$ cat config.mk
export PLATFORM = sky130hd
export DESIGN_NAME = rsxw_cell
export DESIGN_NICKNAME = d
export VERILOG_FILES = /design/src/randstrobe_xor_window_select_top_macros.svh /design/src/rsxw_pkg.sv /design/src/rsxw_cell.sv
export SDC_FILE = /design/constraint.sdc
export NUM_CORES = 1
export LEC_CHECK = 0
export BUFFER_PORTS_ARGS = -buffer_cell sky130_fd_sc_hd__buf_2
export CELL_PAD_IN_SITES_DETAIL_PLACEMENT = 1
export CELL_PAD_IN_SITES_GLOBAL_PLACEMENT = 2
export CORE_AREA = 2 2 220 222
export CTS_CLUSTER_SIZE = 40
export DETAILED_ROUTE_END_ITERATION = 7
export DIE_AREA = 0 0 222 224
export MAX_ROUTING_LAYER = met4
export PLACE_DENSITY_LB_ADDON = 0.1
export SYNTH_ARGS = -nofsm -noshare
export SYNTH_HDL_FRONTEND = slang
export SYNTH_SLANG_ARGS = --single-unit
$ cat constraint.sdc
create_clock -name clk_i -period 3.6 [get_ports clk_i]
set_clock_uncertainty 0.1 [all_clocks]
set_input_delay 0.54 -clock clk_i [delete_from_list [all_inputs] [get_ports clk_i]]
set_output_delay 0.54 -clock clk_i [all_outputs]
set_load 0.01 [all_outputs]
$ cat src/randstrobe_xor_window_select_top_macros.svh
// ---------------------------------------------------------------------------
// Assertion macros for the randstrobe XOR window select block
// Concurrent checks on clk_i with rst_ni as the disable condition.
// ---------------------------------------------------------------------------
`ifndef RANDSTROBE_XOR_WINDOW_SELECT_TOP_MACROS_SVH
`define RANDSTROBE_XOR_WINDOW_SELECT_TOP_MACROS_SVH

`ifndef SYNTHESIS
// Check that a property holds at every clock edge out of reset
`define RSXW_ASSERT(lbl, prop) \
  lbl: assert property (@(posedge clk_i) disable iff (!rst_ni) (prop)) \
    else $error("rsxw check failed");
// Check that a condition implies another in the same cycle
`define RSXW_ASSERT_IMP(lbl, pre, post) \
  lbl: assert property (@(posedge clk_i) disable iff (!rst_ni) (pre) |-> (post)) \
    else $error("rsxw implication failed");
`else
`define RSXW_ASSERT(lbl, prop)
`define RSXW_ASSERT_IMP(lbl, pre, post)
`endif

`endif

$ cat src/rsxw_pkg.sv
// ---------------------------------------------------------------------------
// rsxw_pkg
// Shared types and constants of the randstrobe XOR window select block.
// ---------------------------------------------------------------------------
`default_nettype none

package rsxw_pkg;

  // Offset and distance width, covers the largest supported window
  localparam int unsigned OFF_W   = 6;
  localparam int unsigned HASH_W  = 64;
  localparam int unsigned CFG_W   = 5;
  localparam int unsigned CFG_IDX_W = 2;

  // Configuration register indexes
  typedef enum logic [CFG_IDX_W-1:0] {
    CFG_WINDOW_START = 2'd0,
    CFG_WINDOW_END   = 2'd1,
    CFG_SELECT_MAX   = 2'd2
  } rsxw_cfg_idx_e;

  // Sequencer states
  typedef enum logic [1:0] {
    ST_IDLE,
    ST_LAUNCH,
    ST_RUN
  } rsxw_state_e;

  // Input word
  typedef struct packed {
    logic [HASH_W-1:0] hash_value;
    logic              is_last;
  } rsxw_in_t;

  // Output word
  typedef struct packed {
    logic [31:0]       anchor_pos;
    logic [31:0]       partner_pos;
    logic [HASH_W-1:0] partner_hash;
    logic [HASH_W-1:0] link_score;
    logic [HASH_W-1:0] combined_value;
    logic              last_of_run;
  } rsxw_out_t;

  // Search token walking down the cell chain
  typedef struct packed {
    logic              valid;
    logic              fresh;       // no candidate taken yet
    logic              fin;         // final strobe of this input
    logic [OFF_W-1:0]  anchor_dist; // anchor distance behind newest hash
    logic [OFF_W-1:0]  cur_off;     // offset of the cell visited next
    logic [OFF_W-1:0]  best_off;
    logic [HASH_W-1:0] anchor;
    logic [HASH_W-1:0] best_score;
    logic [HASH_W-1:0] best_hash;
  } rsxw_tok_t;

endpackage

`default_nettype wire

$ cat src/rsxw_cell.sv
// ---------------------------------------------------------------------------
// rsxw_cell
// One window cell: holds one hash of the shift line and scores a passing
// search token against it, handing the token to the next cell each cycle.
// ---------------------------------------------------------------------------
`default_nettype none

module rsxw_cell (
  input  wire logic                          clk_i,
  input  wire logic                          rst_ni,
  input  wire logic                          shift_i,
  input  wire logic [rsxw_pkg::HASH_W-1:0]   hash_prev_i,
  output logic      [rsxw_pkg::HASH_W-1:0]   hash_o,
  input  wire logic                          sel_max_i,
  input  wire rsxw_pkg::rsxw_tok_t           tok_i,
  output rsxw_pkg::rsxw_tok_t                tok_o
);

  logic [rsxw_pkg::HASH_W-1:0] hash_q;
  logic [rsxw_pkg::HASH_W-1:0] score;
  logic                        better;
  rsxw_pkg::rsxw_tok_t         tok_d;
  rsxw_pkg::rsxw_tok_t         tok_q;

  // Shift the hash line when a new word enters
  always_ff @(posedge clk_i) begin
    if (shift_i) begin
      hash_q <= hash_prev_i;
    end
  end

  // Score this cell's hash; earliest candidate keeps ties
  always_comb begin
    score  = tok_i.anchor ^ hash_q;
    better = tok_i.fresh ||
             (sel_max_i ? (score > tok_i.best_score) : (score < tok_i.best_score));
    tok_d         = tok_i;
    tok_d.fresh   = 1'b0;
    tok_d.cur_off = tok_i.cur_off + 1'b1;
    if (better) begin
      tok_d.best_score = score;
      tok_d.best_hash  = hash_q;
      tok_d.best_off   = tok_i.cur_off;
    end
  end

  // Advance the token to the next cell
  always_ff @(posedge clk_i or negedge rst_ni) begin
    if (!rst_ni) begin
      tok_q <= '0;
    end else begin
      tok_q <= tok_d;
    end
  end

  assign hash_o = hash_q;
  assign tok_o  = tok_q;

endmodule

`default_nettype wire

=== After elaboration in Yosys (flattened, before gate mapping) ===
Index checks and enable logic that the tools add are counted.

* Bits in registers: 276
* Input port bits: 281
* Output and inout bits: 277
* Logic and storage cells: 17

* $add $sub $neg: 1
* $lt $le $gt $ge: 2
* Muxes and demuxes: 3
* Bitwise gates (word level): 1
* Reduce and logical (&&, ||, !) cells: 1

{| class="wikitable"
|+ Operators by type and width
! operator !! count
|-
| 128-bit 2-to-1 mux || 1
|-
| 64-bit > comparator || 1
|-
| 64-bit < comparator || 1
|-
| 64-bit XOR || 1
|-
| 6-bit by 1-bit adder with 6-bit output, second input constant || 1
|-
| 6-bit 2-to-1 mux || 1
|-
| 1-bit logical OR || 1
|-
| 1-bit 2-to-1 mux || 1
|}

=== Logic depth before layout (Yosys ltp) ===
* Depth in word-level cells: 5
* Mapped depth: 12
* Mapped depth without buffers: 10

=== Least setup slack after synthesis ===
No wires, ideal clock.

* Path kind: input -> register
* From: in tok_i[174] in the netlist's numbering
* To: reg tok_q (netlist bit tok_o[102])
* Library setup time: 0.128 ns
* Data arrival time: 2.877 ns
* Required time: 3.372 ns
* Setup slack: 0.495 ns
* Cell stages on the path: 12
* Path buffers: 2
* Cells stage by stage: xor2_1 > ha_1 > a21oi_1 > nand2_1 > a221oi_1 > o22ai_1 > nor4_1 > mux2i_1 > nor2_4 > buf_6 > buf_6 > mux2_1

{| class="wikitable"
|+ RTL lines
! element !! RTL line !! source
|-
| start, declared || rsxw_cell.sv:15 || <nowiki>input wire rsxw_pkg::rsxw_tok_t tok_i,</nowiki>
|-
| end signal, assigned || rsxw_cell.sv:52 || <nowiki>tok_q <= tok_d;</nowiki>
|-
| end, declared || rsxw_cell.sv:23 || <nowiki>rsxw_pkg::rsxw_tok_t tok_q;</nowiki>
|}

==> flow_summary_export.csv <==
group,metric,value,unit
synth,yosysWarnings,0,
cts,cts_tree,"done",
place,hpwl,33210,um
global_route,gr-max-usage-layer,"met2",
final_layout,finalNetCount,1776,
final_layout,fin_cells,2079,
power_and_ir_drop,power_density,522.9,mW/mm2
timing,final.setup.worst_slack,0.09503,ns
place,placedCellCount,1951,
critical_path,crit_arrival,3.83,ns
synth,yosysUniqueCellTypes,36,
timing,rsz0062_at_grt,"true",
power_and_ir_drop,irDropWorstVdd,0.0002330,V
drt,vias,8474,
cts,clock_latency,0.55,ns
power_and_ir_drop,p_total,9.198,mW
synth,synth-seq-cells,276,
timing,finalSetupViolCount,0,
global_route,grt_remaining_overflow,0,
cts,htree_levels,2,
die,die_area,0.04973,mm2
critical_path,path_class,"register to register",
drt,drcViolationCount,0,
critical_path,crit_fanout,4,
timing,fin_crit_sh,97.36,%
outcome,status,"complete, no violations",
cts,cts_buffers,36,
power_and_ir_drop,p_leak,8.707,nW
drt,wirelength,42750,um
timing,tightest_slew,0.6916,ns
global_route,grt_pass1_vias,9413,
die,core.rowCount,80,
die,initial_core_util,23.94,%
die,core,0.04735,mm2
die,die_h,224,um
global_route,grt_max_degree,81,
place,gp_congestion,0.7703,
cts,clockBufferDepth,3,
timing,hold_viol,0,
drt,vias_per_cell,4.076,
timing,relSlewSlack,53.89,%
timing,max_freq,285.3,MHz
drt,drt_iter0_drc,308,
global_route,grt_util_all_layers,17.21,%
critical_path,worstSetupStartpointType,"register",
synth,seq_area_frac_synth,63.75,%
flow_run,drv_cap,0,
global_route,grt.met1_usage,18.75,%
drt,dr.pass1.iters,4,
die,io_pins,558,
drt,wl_per_cell,20.56,um
global_route,met3_usage,5.863,%
place,io_buffers,556,
place,dp_worst_setup_slack,-0.3766,ns
critical_path,worstSetupEndpointType,"register",
critical_path,worst_ep_required_time,3.92,ns
timing,hold_slack,0.03734,ns
die,die_w,222,um
synth,synth_nets,1082,
global_route,grt_first_pass_wirelength,61240,um
timing,fin_setup_tns,0,ns
global_route,antenna_found_initial,10,
synth,avgSynthCellArea,15.40,um2
final_layout,syn2layout_area_growth,55.18,%
timing,period_needed,3.505,ns
drt,ant_nets,0,
cts,clkSinkCount,276,
synth,synth_cells,736,
global_route,gr-usage-met2,30.20,%
cts,cts.clk_slew.worst_paths,0.06,ns
final_layout,drive_gt1_share,58.41,%
cts,ctsRootBufferMaster,"clkbuf_16",
timing,slew_violations,0,
synth,syn_area,0.01134,mm2
min_path,hp-class,"input port to register",
==> registers in the layout, indices dropped and copies added (netlist names) <==
signal / count
tok_o: 212
hash_o: 64
==> cells by family after synthesis <==
| family | count (synthesis) | synth area share (%) |
|---|---|---|
| xor gates and xnor gates | 68 | 5.254 |
| other | 1 | 0.03308 |
| AOI/OAI and AO/OA | 47 | 2.362 |
| buffers and inverters | 84 | 3.355 |
| DFF | 276 | 63.75 |
| muxes | 135 | 15.14 |
| adders and majority gates | 65 | 7.174 |
| and+or+nand+nor | 60 | 2.925 |
==> synth_stat cells, drive strengths merged <==
library cell,n,share of area [%]
dfrtp,212,47
mux2,133,15
inv,69,2.3
ha,65,7.2
xor2,65,5.0
edfxtp,64,17
a21oi,26,1.1
nand4,16,0.88
buf,15,1.1
nand2,15,0.50
nand3,13,0.57
o21ai,9,0.40
nor2,5,0.23
a221oi,4,0.31
nor4,4,0.35
xnor2,3,0.23
a31oi,2,0.11
mux2i,2,0.18
nor2b,2,0.11
o211ai,2,0.13
a21o,1,0.066
a2bb2oi,1,0.077
and3,1,0.055
conb,1,0.033
nand2b,1,0.055
nor3,1,0.044
o21a,1,0.066
o22ai,1,0.055
or3,1,0.055
or4,1,0.066
==> area by class of cell <==
type                       count  area [um2]
multi-input combinational    376        4085
tap                          615       769.5
sequential                   276        7227
clock buffer                  50        1026
timing repair buffer         671        4044
inverter                      69       261.5
clock inverter                15       160.2
fill                        5176       29750
antenna                        7       17.52
==> stage by stage <==
step | util (%) | cell area, um2
after floorplan | - | 11340
after global placement | 32.47 | 15370
after detailed placement | 32.47 | 15370
after CTS | 36.03 | 17060
after global routing | 37.15 | 17590
final | 37.15 | 17590
==> cells in the final DEF, fill, tap and decap left out, types with 9 or more instances in the layout <==
master	netlist	final
nand4_1	16	16
inv_1	69	68
buf_12	0	15
dlygate4sd3_1	0	31
clkbuf_16	0	41
ha_1	65	62
nand3_1	13	12
xor2_1	65	51
clkbuf_1	0	9
mux2_4	53	87
xor2_2	0	14
dfrtp_1	212	212
buf_4	1	54
buf_2	7	554
edfxtp_1	64	64
nand2_1	15	15
a21oi_1	26	26
mux2_2	74	41
==> timing repair <==
item | 4_1_cts | 5_1_grt
gates resized for setup | 14 | 70
endpoints found under the setup margin | 130 | 133
cloned | 1 | 3
endpoints found under the hold margin | 107 | 0
hold buffers | 31 | 0
pin swaps | 8 | 14
setup buffers | 6 | 17
==> power breakdown <==
part           switching, mW  leakage, nW  internal [mW]
Sequential             0.122         3.10           3.53
Combinational          0.960         5.02          0.975
Clock                   1.40        0.587           2.21
==> worst max-delay path, stage by stage (launching register included) <==
cell      delay [ns]
edfxtp_1        0.47
xor2_2          0.22
ha_1            0.30
nand4_1         0.18
nor4_4          0.30
buf_4           0.17
buf_6           0.09
nand4_1         0.08
buf_4           0.17
a31oi_4         0.14
nor4_2          0.06
mux2i_1         0.16
nor2_4          0.18
buf_12          0.16
buf_12          0.14
buf_6           0.12
mux2_2          0.33
==> metal layers <==
layer	vias to the layer above	part of all wire, %	wire length, um
met5	-	0	0
met4	0	1.8	777
met3	51	7.5	3220
met2	314	52	22280
met1	4166	39	16470
li1	3943	-	-
==> final timing paths <==
path	start	to	slack, ns	cells past startpoint
setup / recovery	hash_o[60]$_DFFE_PP_	tok_o[39]$_DFF_PN0_	0.1	16
hold / removal	tok_i[149]	tok_o[149]$_DFF_PN0_	0.04	1
setup reg to reg	hash_o[60]$_DFFE_PP_	tok_o[39]$_DFF_PN0_	0.1	16
hold reg to reg	hash_o[17]$_DFFE_PP_	tok_o[17]$_DFF_PN0_	0.45	1
max in group asynchronous	rst_ni	tok_o[70]$_DFF_PN0_	2.06	3
min in group asynchronous	rst_ni	tok_o[198]$_DFF_PN0_	0.50	2
Power figures use the tool's default switching activity.
